===== src/rtl/trp_pkg.sv =====
// Shared types, constants and the status map of the ranging result processor.
// Used by every module of the block but trp_checker; depends on nothing.
`default_nettype none

package trp_pkg;

  // Range scaling: (range * 2011 + 0x400) >> 11
  localparam int unsigned RangeMulW = 11;
  localparam logic [RangeMulW-1:0] RANGE_MUL = 11'd2011;
  localparam int unsigned RangeProdW = 27;
  localparam logic [RangeProdW-1:0] RANGE_ROUND = 27'h400;
  localparam int unsigned RangeShift = 11;

  localparam logic [15:0] SAT16        = 16'hFFFF;
  localparam logic [15:0] SPAD_DEFAULT = 16'h8000;
  localparam logic [15:0] TARGET_RESET = 16'h0A00;

  // Raw device status bytes
  localparam logic [7:0] RAW_HW_FAIL_A = 8'd1;
  localparam logic [7:0] RAW_HW_FAIL_B = 8'd2;
  localparam logic [7:0] RAW_HW_FAIL_C = 8'd3;
  localparam logic [7:0] RAW_SIGNAL    = 8'd4;
  localparam logic [7:0] RAW_BOUNDS    = 8'd5;
  localparam logic [7:0] RAW_SIGMA     = 8'd6;
  localparam logic [7:0] RAW_WRAP      = 8'd7;
  localparam logic [7:0] RAW_CLIPPED   = 8'd8;
  localparam logic [7:0] RAW_RANGE_OK  = 8'd9;
  localparam logic [7:0] RAW_XTALK     = 8'd12;
  localparam logic [7:0] RAW_MIN_RANGE = 8'd13;
  localparam logic [7:0] RAW_HW_FAIL_D = 8'd17;
  localparam logic [7:0] RAW_SYNC      = 8'd18;

  typedef enum logic [3:0] {
    ST_VALID     = 4'd0,
    ST_HW_FAIL   = 4'd1,
    ST_MIN_RANGE = 4'd2,
    ST_SYNC      = 4'd3,
    ST_BOUNDS    = 4'd4,
    ST_SIGNAL    = 4'd5,
    ST_SIGMA     = 4'd6,
    ST_WRAP      = 4'd7,
    ST_XTALK     = 4'd8,
    ST_CLIPPED   = 4'd9,
    ST_NO_WRAP   = 4'd10,
    ST_NONE      = 4'd11
  } status_e;

  // Back end sequencer states
  typedef enum logic [1:0] {
    BK_IDLE,
    BK_DIV_RATE,
    BK_DIV_SEL,
    BK_HOLD
  } back_state_e;

  // One classified transaction waiting for the back end
  typedef struct packed {
    logic [15:0] dist_mm;
    status_e     status_code;
    logic [15:0] spads;
    logic [15:0] total_rate;
  } trp_entry_t;

  // Divider request and response
  typedef struct packed {
    logic        start;
    logic [31:0] dividend;
    logic [31:0] divisor;
  } trp_div_req_t;

  typedef struct packed {
    logic        done;
    logic [31:0] quotient;
  } trp_div_rsp_t;

  // Map the raw status byte onto the dense status code
  function automatic status_e map_status(logic [7:0] raw, logic [7:0] stream);
    status_e code;
    unique case (raw)
      RAW_HW_FAIL_A, RAW_HW_FAIL_B, RAW_HW_FAIL_C, RAW_HW_FAIL_D: code = ST_HW_FAIL;
      RAW_MIN_RANGE: code = ST_MIN_RANGE;
      RAW_SYNC:      code = ST_SYNC;
      RAW_BOUNDS:    code = ST_BOUNDS;
      RAW_SIGNAL:    code = ST_SIGNAL;
      RAW_SIGMA:     code = ST_SIGMA;
      RAW_WRAP:      code = ST_WRAP;
      RAW_XTALK:     code = ST_XTALK;
      RAW_CLIPPED:   code = ST_CLIPPED;
      RAW_RANGE_OK:  code = (stream == 8'd0) ? ST_NO_WRAP : ST_VALID;
      default:       code = ST_NONE;
    endcase
    return code;
  endfunction

endpackage

`default_nettype wire


===== src/rtl/trp_front.sv =====
// Front end: classifies an incoming ranging transaction into a queue entry.
// Scales the range, maps the status and saturates the total rate; uses trp_pkg.
`default_nettype none

module trp_front (
  input  logic [7:0]          raw_status_i,
  input  logic [7:0]          stream_cnt_i,
  input  logic [15:0]         effective_spads_i,
  input  logic [15:0]         ambient_rate_i,
  input  logic [15:0]         signal_rate_i,
  input  logic [15:0]         raw_range_i,
  output trp_pkg::trp_entry_t entry_o
);
  import trp_pkg::*;

  logic [RangeProdW-1:0] range_prod;
  logic [16:0]           rate_sum;

  // Scale the range with rounding
  assign range_prod = RangeProdW'(raw_range_i) * RangeProdW'(RANGE_MUL) + RANGE_ROUND;

  // Sum the rates
  assign rate_sum = {1'b0, signal_rate_i} + {1'b0, ambient_rate_i};

  always_comb begin
    entry_o.dist_mm     = range_prod[RangeShift +: 16];
    entry_o.status_code = map_status(raw_status_i, stream_cnt_i);
    entry_o.spads       = effective_spads_i;
    // Saturate the total rate to 16 bits
    entry_o.total_rate  = rate_sum[16] ? SAT16 : rate_sum[15:0];
  end

endmodule

`default_nettype wire


===== src/rtl/trp_fifo.sv =====
// Short queue between the front and back ends of the ranging result processor.
// Holds classified entries; uses trp_pkg for the entry type.
`default_nettype none

module trp_fifo #(
  parameter int unsigned Depth = 2
) (
  input  logic                clk_i,
  input  logic                rst_ni,
  input  logic                push_i,
  input  trp_pkg::trp_entry_t push_data_i,
  input  logic                pop_i,
  output trp_pkg::trp_entry_t pop_data_o,
  output logic                full_o,
  output logic                empty_o
);
  import trp_pkg::*;

  localparam int unsigned PtrW = (Depth > 1) ? $clog2(Depth) : 1;
  localparam int unsigned CntW = $clog2(Depth + 1);

  trp_entry_t          slot_q [Depth];
  logic [PtrW-1:0]     wr_ptr_q, rd_ptr_q;
  logic [CntW-1:0]     count_q;
  logic                do_push, do_pop;

  assign full_o     = (count_q == CntW'(Depth));
  assign empty_o    = (count_q == '0);
  assign do_push    = push_i && !full_o;
  assign do_pop     = pop_i && !empty_o;
  assign pop_data_o = slot_q[rd_ptr_q];

  // Advance pointers and occupancy
  always_ff @(posedge clk_i or negedge rst_ni) begin
    if (!rst_ni) begin
      wr_ptr_q <= '0;
      rd_ptr_q <= '0;
      count_q  <= '0;
    end else begin
      if (do_push) begin
        wr_ptr_q <= (wr_ptr_q == PtrW'(Depth - 1)) ? '0 : wr_ptr_q + 1'b1;
      end
      if (do_pop) begin
        rd_ptr_q <= (rd_ptr_q == PtrW'(Depth - 1)) ? '0 : rd_ptr_q + 1'b1;
      end
      if (do_push && !do_pop) begin
        count_q <= count_q + 1'b1;
      end else if (do_pop && !do_push) begin
        count_q <= count_q - 1'b1;
      end
    end
  end

  // Store the pushed entry
  always_ff @(posedge clk_i) begin
    if (do_push) begin
      slot_q[wr_ptr_q] <= push_data_i;
    end
  end

endmodule

`default_nettype wire


===== src/rtl/trp_div.sv =====
// Iterative unsigned 32 by 32 bit divider, four quotient bits per cycle.
// Restoring scheme; uses trp_pkg request types.
`default_nettype none

module trp_div (
  input  logic                  clk_i,
  input  logic                  rst_ni,
  input  trp_pkg::trp_div_req_t req_i,
  output trp_pkg::trp_div_rsp_t rsp_o
);
  import trp_pkg::*;

  localparam int unsigned BitsPerCycle = 4;
  localparam int unsigned Steps        = 32 / BitsPerCycle;
  localparam int unsigned CntW         = $clog2(Steps);

  logic [32:0]     rem_q, rem_d;
  logic [31:0]     quo_q, quo_d;
  logic [31:0]     dsr_q;
  logic [CntW-1:0] cnt_q;
  logic            busy_q, done_q;

  // Retire four restoring steps
  always_comb begin
    rem_d = rem_q;
    quo_d = quo_q;
    for (int i = 0; i < BitsPerCycle; i++) begin
      rem_d = {rem_d[31:0], quo_d[31]};
      quo_d = {quo_d[30:0], 1'b0};
      if (rem_d >= {1'b0, dsr_q}) begin
        rem_d    = rem_d - {1'b0, dsr_q};
        quo_d[0] = 1'b1;
      end
    end
  end

  // Sequence the iterations
  always_ff @(posedge clk_i or negedge rst_ni) begin
    if (!rst_ni) begin
      busy_q <= 1'b0;
      done_q <= 1'b0;
      cnt_q  <= '0;
    end else begin
      done_q <= 1'b0;
      if (req_i.start) begin
        busy_q <= 1'b1;
        cnt_q  <= '0;
      end else if (busy_q) begin
        cnt_q <= cnt_q + 1'b1;
        if (cnt_q == CntW'(Steps - 1)) begin
          busy_q <= 1'b0;
          done_q <= 1'b1;
        end
      end
    end
  end

  // Hold the working remainder and quotient
  always_ff @(posedge clk_i) begin
    if (req_i.start) begin
      rem_q <= '0;
      quo_q <= req_i.dividend;
      dsr_q <= req_i.divisor;
    end else if (busy_q) begin
      rem_q <= rem_d;
      quo_q <= quo_d;
    end
  end

  assign rsp_o.done     = done_q;
  assign rsp_o.quotient = quo_q;

endmodule

`default_nettype wire


===== src/rtl/trp_back.sv =====
// Back end: works out the SPAD select for each queued entry and drives the result.
// Sequences up to two divisions on trp_div and holds an output register; uses trp_pkg.
`default_nettype none

module trp_back (
  input  logic                  clk_i,
  input  logic                  rst_ni,
  input  logic [15:0]           target_rate_i,
  input  trp_pkg::trp_entry_t   entry_i,
  input  logic                  empty_i,
  output logic                  pop_o,
  output trp_pkg::trp_div_req_t div_req_o,
  input  trp_pkg::trp_div_rsp_t div_rsp_i,
  output logic                  out_valid_o,
  input  logic                  out_ready_i,
  output logic [15:0]           dist_mm_o,
  output logic [3:0]            status_code_o,
  output logic [15:0]           spad_select_o
);
  import trp_pkg::*;

  back_state_e state_q, state_d;
  trp_entry_t  entry_q;
  logic [15:0] sel_q;
  logic        out_valid_q;
  logic [15:0] range_q;
  status_e     status_q;
  logic [15:0] spad_q;
  logic        out_free, load_out, rate_zero, spads_zero;

  assign out_free   = !out_valid_q || out_ready_i;
  assign rate_zero  = (div_rsp_i.quotient == '0);
  assign spads_zero = (entry_i.spads == '0);

  // Next state
  always_comb begin
    state_d = state_q;
    unique case (state_q)
      BK_IDLE: begin
        if (!empty_i) state_d = spads_zero ? BK_HOLD : BK_DIV_RATE;
      end
      BK_DIV_RATE: begin
        if (div_rsp_i.done) state_d = rate_zero ? BK_HOLD : BK_DIV_SEL;
      end
      BK_DIV_SEL: begin
        if (div_rsp_i.done) state_d = BK_HOLD;
      end
      BK_HOLD: begin
        if (out_free) state_d = BK_IDLE;
      end
      default: state_d = BK_IDLE;
    endcase
  end

  // Sequencer outputs
  always_comb begin
    pop_o              = 1'b0;
    load_out           = 1'b0;
    div_req_o.start    = 1'b0;
    div_req_o.dividend = {target_rate_i, 16'h0000};
    div_req_o.divisor  = div_rsp_i.quotient;
    unique case (state_q)
      BK_IDLE: begin
        pop_o              = !empty_i;
        div_req_o.start    = !empty_i && !spads_zero;
        div_req_o.dividend = {entry_i.total_rate, 16'h0000};
        div_req_o.divisor  = {16'h0000, entry_i.spads};
      end
      BK_DIV_RATE: begin
        div_req_o.start = div_rsp_i.done && !rate_zero;
      end
      BK_DIV_SEL: begin
      end
      BK_HOLD: begin
        load_out = out_free;
      end
      default: begin
      end
    endcase
  end

  always_ff @(posedge clk_i or negedge rst_ni) begin
    if (!rst_ni) begin
      state_q     <= BK_IDLE;
      out_valid_q <= 1'b0;
    end else begin
      state_q <= state_d;
      // Raise valid on load, drop it once the transaction is taken
      if (load_out) begin
        out_valid_q <= 1'b1;
      end else if (out_ready_i) begin
        out_valid_q <= 1'b0;
      end
    end
  end

  // Latch the entry and the select; saturate the final quotient
  always_ff @(posedge clk_i) begin
    if (pop_o) begin
      entry_q <= entry_i;
      sel_q   <= SPAD_DEFAULT;
    end else if (state_q == BK_DIV_SEL && div_rsp_i.done) begin
      sel_q <= (div_rsp_i.quotient[31:16] != '0) ? SAT16 : div_rsp_i.quotient[15:0];
    end
    if (load_out) begin
      range_q  <= entry_q.dist_mm;
      status_q <= entry_q.status_code;
      spad_q   <= sel_q;
    end
  end

  assign out_valid_o   = out_valid_q;
  assign dist_mm_o     = range_q;
  assign status_code_o = status_q;
  assign spad_select_o = spad_q;

endmodule

`default_nettype wire


===== src/rtl/tof_range_result_processor_unit.sv =====
// Top level of the ranging result processor: target rate register and wiring
// of trp_front, trp_fifo, trp_div and trp_back; uses trp_pkg.
`default_nettype none

// Each accepted ranging transaction yields one result: the range scaled by
// 2011/2048 with rounding, a dense status code and the next manual SPAD
// select. The front end classifies a transaction in the cycle it is accepted
// and places it in a queue of QueueDepth entries; input ready is low only
// while that queue is full. The back end handles one transaction at a time
// with one shared divider that retires four quotient bits per cycle and runs
// up to twice per transaction: total rate by SPAD count, then target rate by
// that per-SPAD rate; it skips both when the SPAD count is zero and the second
// when the per-SPAD rate is zero. A finished result waits in an output register
// while the next transaction is already being worked on. The target rate
// register resets to 0x0A00 and is written through the cfg channel, which is
// always ready.
module tof_range_result_processor_unit #(
  parameter int unsigned QueueDepth = 2
) (
  input  logic        clk_i,
  input  logic        rst_ni,
  input  logic        cfg_valid_i,
  output logic        cfg_ready_o,
  input  logic [15:0] cfg_data_i,
  input  logic        in_valid_i,
  output logic        in_ready_o,
  input  logic [7:0]  raw_status_i,
  input  logic [7:0]  stream_cnt_i,
  input  logic [15:0] effective_spads_i,
  input  logic [15:0] ambient_rate_i,
  input  logic [15:0] signal_rate_i,
  input  logic [15:0] raw_range_i,
  output logic        out_valid_o,
  input  logic        out_ready_i,
  output logic [15:0] dist_mm_o,
  output logic [3:0]  status_code_o,
  output logic [15:0] spad_select_o
);
  import trp_pkg::*;

  logic [15:0]  target_rate_q;
  trp_entry_t   front_entry, queue_entry;
  logic         queue_full, queue_empty, queue_pop;
  trp_div_req_t div_req;
  trp_div_rsp_t div_rsp;

  // Hold the target rate
  always_ff @(posedge clk_i or negedge rst_ni) begin
    if (!rst_ni) begin
      target_rate_q <= TARGET_RESET;
    end else if (cfg_valid_i) begin
      target_rate_q <= cfg_data_i;
    end
  end

  assign cfg_ready_o = 1'b1;
  assign in_ready_o  = !queue_full;

  trp_front u_front (
    .raw_status_i      (raw_status_i),
    .stream_cnt_i      (stream_cnt_i),
    .effective_spads_i (effective_spads_i),
    .ambient_rate_i    (ambient_rate_i),
    .signal_rate_i     (signal_rate_i),
    .raw_range_i       (raw_range_i),
    .entry_o           (front_entry)
  );

  trp_fifo #(
    .Depth (QueueDepth)
  ) u_fifo (
    .clk_i       (clk_i),
    .rst_ni      (rst_ni),
    .push_i      (in_valid_i),
    .push_data_i (front_entry),
    .pop_i       (queue_pop),
    .pop_data_o  (queue_entry),
    .full_o      (queue_full),
    .empty_o     (queue_empty)
  );

  trp_div u_div (
    .clk_i  (clk_i),
    .rst_ni (rst_ni),
    .req_i  (div_req),
    .rsp_o  (div_rsp)
  );

  trp_back u_back (
    .clk_i         (clk_i),
    .rst_ni        (rst_ni),
    .target_rate_i (target_rate_q),
    .entry_i       (queue_entry),
    .empty_i       (queue_empty),
    .pop_o         (queue_pop),
    .div_req_o     (div_req),
    .div_rsp_i     (div_rsp),
    .out_valid_o   (out_valid_o),
    .out_ready_i   (out_ready_i),
    .dist_mm_o     (dist_mm_o),
    .status_code_o (status_code_o),
    .spad_select_o (spad_select_o)
  );

endmodule

`default_nettype wire


===== config.mk =====
export PLATFORM = sky130hd
export DESIGN_NAME = tof_range_result_processor_unit
export DESIGN_NICKNAME = d
export VERILOG_FILES = /design/src/rtl/trp_pkg.sv /design/src/rtl/trp_front.sv /design/src/rtl/trp_fifo.sv /design/src/rtl/trp_div.sv /design/src/rtl/trp_back.sv /design/src/rtl/tof_range_result_processor_unit.sv
export SDC_FILE = /design/constraint.sdc
export NUM_CORES = 1
export LEC_CHECK = 0
export ABC_CLOCK_PERIOD_IN_PS = 27700
export BUFFER_PORTS_ARGS = -buffer_cell sky130_fd_sc_hd__buf_2
export CAP_MARGIN = 40
export CORE_MARGIN = 2
export CORE_UTILIZATION = 35
export CTS_BUF_LIST = sky130_fd_sc_hd__clkbuf_16
export DETAILED_ROUTE_END_ITERATION = 12
export PLACE_DENSITY = 0.51
export SETUP_SLACK_MARGIN = 0.3
export SLEW_MARGIN = 5
export SYNTH_ARGS = -nofsm -noshare
export SYNTH_HDL_FRONTEND = slang
export SYNTH_SLANG_ARGS = --single-unit

===== constraint.sdc =====
create_clock -name clk_i -period 27.7 [get_ports clk_i]
set_input_delay 1.385 -clock clk_i [delete_from_list [all_inputs] [get_ports clk_i]]
set_output_delay 1.385 -clock clk_i [all_outputs]
set_load 0.01 [all_outputs]

### Word level (Yosys, flattened, before mapping)

Memory sizes are Yosys's and may differ from the RTL's.
Index checks and enable logic that the tools add are counted.

| cells by class | value |
|---|---|
| add/subtract/negate cells | 11 |
| multipliers | 1 |
| $lt $le $gt $ge | 4 |
| equal/unequal tests | 22 |
| mux-type cells | 41 |
| reduce and logical (&&, ||, !) cells | 26 |

Operator list:

| kind | number |
|---|---|
| 2-to-1 mux 32 bit | 6 |
| greater-or-equal comparator 33 x 32 -> 1 bit | 4 |
| subtractor 32 bit | 4 |
| 2-to-1 mux 64 bit | 1 |
| case mux 4 bit (10 select lines) | 1 |
| == test 8 x 3 -> 1 bit, second input constant | 4 |
| == test 8 x 4 -> 1 bit, second input constant | 4 |
| zero test 32 bit | 1 |
| 2-to-1 mux 16 bit | 2 |
| adder 27 x 11 -> 27 bit, second input constant | 1 |
| multiplier 16 x 11 -> 27 bit, second input constant | 1 |
| 2-to-1 mux 1 bit | 19 |
| adder 16 x 16 -> 17 bit | 1 |
| == test 8 x 2 -> 1 bit, second input constant | 2 |
| == test 8 x 5 -> 1 bit, second input constant | 2 |
| zero test 16 bit | 1 |
| nonzero test 16 bit | 1 |
| 2-to-1 mux 2 bit | 7 |
| == test 8 x 1 -> 1 bit, second input constant | 1 |
| zero test 8 bit | 1 |
| case mux 2 bit (4 select lines) | 1 |
| logical AND 1 bit | 7 |
| zero test 1 bit | 7 |
| == test 2 bit, second input constant | 3 |
| other kinds (16) | 23 |

| storage, ports and cells | value |
|---|---|
| bits in registers | 196 |
| bits in writable memories | 104 |
| output and inout port bits | 39 |
| logic and storage cells | 125 |
| memories kept | 1 |

Memory list:

| memory | words | width | read ports | clocked after memory_dff | write ports | RTL line | text |
|---|---|---|---|---|---|---|---|
| u_fifo.slot_q | 2 | 52 | 1 | 0 | 1 | trp_fifo.sv:22 | `trp_entry_t slot_q [Depth];` |

### Longest topological paths before layout

| logic depth | value |
|---|---|
| depth in word-level cells | 10 |
| gate-level depth with buffers | 54 |

### By module

From an unflattened synthesis, not the netlist that was laid out.

| unflattened totals | value |
|---|---|
| cell total of the unflattened synthesis | 2,385 |
| area total of the unflattened synthesis | 24,882.6 um2 |

Modules (own cells, without submodules):

| module | times used | cells an instance | area an instance (um2) | sequential area each (um2) |
|---|---|---|---|---|
| trp_div | 1 | 1,364 | 11,705.0 | 2,687.6 |
| trp_front | 1 | 564 | 5,043.6 | 0.0 |
| trp_fifo | 1 | 181 | 4,200.3 | 3,223.1 |
| trp_back | 1 | 239 | 3,266.9 | 2,077.0 |
| tof_range_result_processor_unit | 1 | 37 | 666.9 | 402.9 |

### Least setup slack after synthesis

OpenSTA, ideal clock, no wires.

| timing | value |
|---|---|
| path type | flip-flop to flip-flop |
| from | register u_div.dsr_q[1] |
| to | register u_div.quo_q[0], data pin |
| library setup time | 0.310 ns |
| arrival time | 11.044 ns |
| required time | 27.390 ns |
| setup slack | 16.346 ns |
| cell stages (with the launch flop) | 52 |
| clock period less this slack | 11.354 ns |
| path through | edfxtp_1 > inv_1 > ha_1 > nor2b_1 > o31a_1 > o2111ai_2 > and3_1 > nor2_2 > a2111o_1 > nand2_2 > clkbuf_1 > nor2_1 > a21oi_1 > inv_1 > ha_1 > a21o_1 > a21oi_1 > a21bo_2 > (+16 left out) > a21oi_1 > a22oi_2 > buf_4 > mux2i_1 > ha_1 > nor2b_1 > o21ai_0 > a21boi_0 > o31ai_1 > a2111oi_0 > o21ai_0 > a211oi_1 > o41ai_1 > nand2_1 > a211oi_2 > buf_4 > buf_2 > nor2_1 |

| on the way | value |
|---|---|
| word-level cells in the longest chain between the ends | 10 |
| elaborated cells on any way between the ends | 13 |
| those cells by class | 3 x add/sub; 4 x order compare; 6 x mux |

Ends and longest elaborated chain:

| element | RTL line | text |
|---|---|---|
| from (decl) | trp_div.sv:19 | `logic [31:0] dsr_q;` |
| from (signal assigned) | trp_div.sv:63 | `dsr_q <= req_i.divisor;` |
| subtractor 32 bit or greater-or-equal comparator 33 x 32 -> 1 bit (tied branches) | trp_div.sv:31, trp_div.sv:30 |  |
| 2-to-1 mux 32 bit | trp_div.sv:30 | `if (rem_d >= {1'b0, dsr_q}) begin` |
| subtractor 32 bit or greater-or-equal comparator 33 x 32 -> 1 bit (tied branches) | trp_div.sv:31, trp_div.sv:30 |  |
| 2-to-1 mux 32 bit | trp_div.sv:30 |  |
| subtractor 32 bit or greater-or-equal comparator 33 x 32 -> 1 bit (tied branches) | trp_div.sv:31, trp_div.sv:30 |  |
| 2-to-1 mux 32 bit | trp_div.sv:30 |  |
| greater-or-equal comparator 33 x 32 -> 1 bit * | trp_div.sv:30 |  |
| 2-to-1 mux 1 bit * | trp_div.sv:30 |  |
| 2-to-1 mux 32 bit * | trp_div.sv:64 | `end else if (busy_q) begin` |
| 2-to-1 mux 32 bit * | trp_div.sv:60 | `if (req_i.start) begin` |
| to (signal assigned) | trp_div.sv:62 | `quo_q <= req_i.dividend;` |
| to (signal assigned) | trp_div.sv:66 | `quo_q <= quo_d;` |
| to (decl) | trp_div.sv:18 | `logic [31:0] quo_q, quo_d;` |

Every way passes the cells marked *; elsewhere a longest branch is shown, timed or not. The select of a mux whose other input is x is not followed.
A chain may end at the register's enable or synchronous reset.

### Worst setup path in the final report

| timing | value |
|---|---|
| from | register u_div.dsr_q[1] |
| to | register u_div.rem_q[1] |

| on the way | value |
|---|---|
| word-level cells in the longest chain between the ends | 8 |
| elaborated cells on any way between the ends | 12 |
| those cells by class | 4 x add/sub; 4 x order compare; 4 x mux |

Ends and longest elaborated chain:

| element | RTL line | text |
|---|---|---|
| subtractor 32 bit or greater-or-equal comparator 33 x 32 -> 1 bit (tied branches) | trp_div.sv:31, trp_div.sv:30 |  |
| 2-to-1 mux 32 bit | trp_div.sv:30 |  |
| subtractor 32 bit or greater-or-equal comparator 33 x 32 -> 1 bit (tied branches) | trp_div.sv:31, trp_div.sv:30 |  |
| 2-to-1 mux 32 bit | trp_div.sv:30 |  |
| greater-or-equal comparator 33 x 32 -> 1 bit or subtractor 32 bit (tied branches) | trp_div.sv:30, trp_div.sv:31 |  |
| 2-to-1 mux 32 bit | trp_div.sv:30 |  |
| subtractor 32 bit or greater-or-equal comparator 33 x 32 -> 1 bit (tied branches) | trp_div.sv:31, trp_div.sv:30 |  |
| 2-to-1 mux 32 bit * | trp_div.sv:30 |  |
| to (signal assigned) | trp_div.sv:65 | `rem_q <= rem_d;` |
| to (decl) | trp_div.sv:17 | `logic [32:0] rem_q, rem_d;` |

Every way passes the cells marked *; elsewhere a longest branch is shown, timed or not.

==> results.tsv <==
metric	value	unit
drt-wirelength-per-cell	19.92	um
grt_use_total	18.61	%
wirelength	66.31	mm
clock_sinks	300	
hp-class	reg2reg	
use_met1	26.15	%
cts_tree	yes	
die_area	0.06952	mm^2
antenna_cells	0	
io_pins	140	
crit_required	28.14	ns
initial_core_util	35.26	%
grt_pass1_wl	102.0	mm
cts_setup_buffers	0	
cpLargestDelayFamily	compound AO/OA/AOI/OAI gates	
die_h	263.7	um
hold_viol	0	
dp_worst_setup_slack	13.72	ns
grt_pass1_vias	17977	
synth_ff_type	edfxtp_1	
postCtsResizedCells	0	
ys_warn_count	0	
arrival	14.68	ns
layout_min_cycle_time	14.23	ns
remaining_drc_errors	0	
rows	95	
synthesis.instances	2307	
period_share	51.38	%
maxCapViolCount	0	
synthArstFlopShare	9.333	%
fillCellCount	6624	
drtIter0Drc	1178	
core_area	0.06692	mm^2
synth-edff-count	224	
syn_area	0.02360	mm^2
via_per_inst	5.414	
setup_tns	0	ns
syn_nets	2726	
cts_root_buf	clkbuf_16	
use_met3	1.240	%
outcome	finished clean	
postRouteAntennaNets	0	
fin_nets	2850	
clk_path_buf_depth	3	
clkTransAtPathRegs	0.07	ns
place_congestion	0.9514	
setup_violations	0	
rsz0062_at_grt	no	
area_delta_synth_final	11.18	%
yosys_register_bits	300	
die_w	263.7	um
io_buffers	138	
critPathCaptureType	flop	
antenna_found_initial	1	
max_stage_delay	0.78	ns
numCtsBuffers	31	
register_area	0.008392	mm^2
drive_gt1_share	14.41	%
critPathKind	reg2reg	
cts_hold_buf	0	
ys_types	95	
fmax	0.07026	GHz
crit_buf_inv	4	
critPathMaxFanout	25	
multi_input_area	0.01422	mm^2
avgSynthCellArea	10.23	um^2
finClkSkew	0.02842	ns
cts_max_level	1	
grt_overflow	0	
drt_pass1_iterations	6	
worst_setup_path_start_kind	flop	
drv_slew	0	
slew_headroom	34.97	%
cpMostUsedCell	ha_1	
worst_slack	13.47	ns
grt_max_degree	85	
cpMaxStageDelayCell	a2111oi_4	
seq_area_frac_synth	35.55	%
via_count	18024	
finalHoldWorstSlack	0.4124	ns
clk_latency	0.58	ns
layout_commonest_cell	edfxtp_1	
grtUsageMet2	31.42	%
layout_common_cells	edfxtp_1, ha_1, inv_1	
worst_slew_pin_slew	0.9697	ns
dp_hpwl	53.36	mm
top_usage_layer	met2	
## worst paths after layout
| check | from | endpoint | slack [ns] | cells past startpoint |
|---|---|---|---|---|
| max | u_div.dsr_q[1] | u_div.rem_q[1] | 13.47 | 46 |
| min | u_back.entry_q[40] | u_back.dist_mm_o[4] | 0.41 | 0 |
| max reg2reg | u_div.dsr_q[1] | u_div.rem_q[1] | 13.47 | 46 |
| min reg2reg | u_back.entry_q[40] | u_back.dist_mm_o[4] | 0.41 | 0 |
| max in group asynchronous | rst_ni | u_fifo.rd_ptr_q | 26.34 | 1 |
| min in group asynchronous | rst_ni | u_back.state_q[1] | 0.85 | 1 |
## synth_stat cells, types with 9 or more instances
cell type,n,area (um^2)
a211oi_1,37,277.8
a21boi_0,9,67.56
a21o_1,58,435.4
a21oi_1,142,710.7
a31oi_1,17,106.4
and2_1,24,150.1
and3_1,19,118.9
clkbuf_1,47,176.4
dfrtp_1,26,650.6
dfxtp_1,48,960.9
edfxtp_1,224,6726
fa_1,96,1922
ha_1,222,2778
inv_1,175,656.9
mux2_2,106,1194
mux2i_1,60,600.6
nand2_1,133,499.2
nand2b_1,19,118.9
nand3_1,72,360.4
nand4_1,18,112.6
nor2_1,148,555.5
nor2b_1,28,175.2
nor3_1,65,325.3
nor4_1,18,112.6
o211ai_1,19,142.6
o21a_1,28,210.2
o21ai_0,132,660.6
o21bai_1,14,105.1
o31ai_1,14,105.1
or3_1,10,62.56
xnor2_1,90,788.3
xor2_1,40,350.3
## stage by stage
| stage | std cells | cell area [um^2] | util (%) |
|---|---|---|---|
| after floorplan | 2307 | 23600 | - |
| final | 3329 | 26240 | 39.21 |
| after global routing | 3329 | 26240 | 39.21 |
| after CTS | 3329 | 26240 | 39.21 |
| after global placement | 3267 | 25190 | 37.63 |
| after detailed placement | 3271 | 25230 | 37.70 |
## area by class of cell
cell class,instances,area share [%]
Clock buffer,31,2.957
Multi-Input combinational cell,1763,54.21
Sequential cell,300,31.99
Tap cell,873,4.163
Timing Repair Buffer,159,3.281
Inverter,176,2.518
Clock inverter,27,0.8870
## flip-flops by register name, summed over array words and instances, names as in the netlist, 2 cells and up
register	flops
u_back.dist_mm_o	16
u_div.cnt_q	3
target_rate_q	16
u_back.entry_q	20
u_fifo.slot_q	104
u_back.sel_q	16
u_back.status_code_o	4
u_back.state_q	2
u_div.quo_q	32
u_div.dsr_q	32
u_fifo.count_q	2
u_div.rem_q	32
u_back.spad_select_o	16
## cells by family (layout without fill, tap and decap cells)
group / after synthesis / count (layout) / share of synthesized area (%)
flip-flops: 300 / 300 / 35.55
buffers and inverters: 244 / 393 / 4.231
XOR/XNOR: 130 / 130 / 4.825
AO/OA/AOI/OAI: 555 / 555 / 15.53
AND/OR/NAND/NOR: 591 / 591 / 12.22
adder cells (fa/ha/maj): 318 / 318 / 19.91
multiplexers: 168 / 168 / 7.709
other: 1 / 1 / 0.01589
## worst reg2reg max path, delay by kind of cell (launching register included)
family	cells	cell delay (ns)
AO/OA/AOI/OAI	28	8.54
adder cells (fa/ha/maj)	4	1.33
buffers and inverters	4	1.33
flip-flops	1	0.49
multiplexers	4	1.34
AND/OR/NAND/NOR	6	1.06
## metal layers
| layer | vias up | wire length, um |
|---|---|---|
| li1 | 8706 | - |
| met1 | 8791 | 31110 |
| met2 | 452 | 31390 |
| met3 | 75 | 2427 |
| met4 | 0 | 1382 |
| met5 | - | 0 |
Power is not shown: default switching activity piles up to over one toggle a cycle in this logic, so the estimate is an artifact.
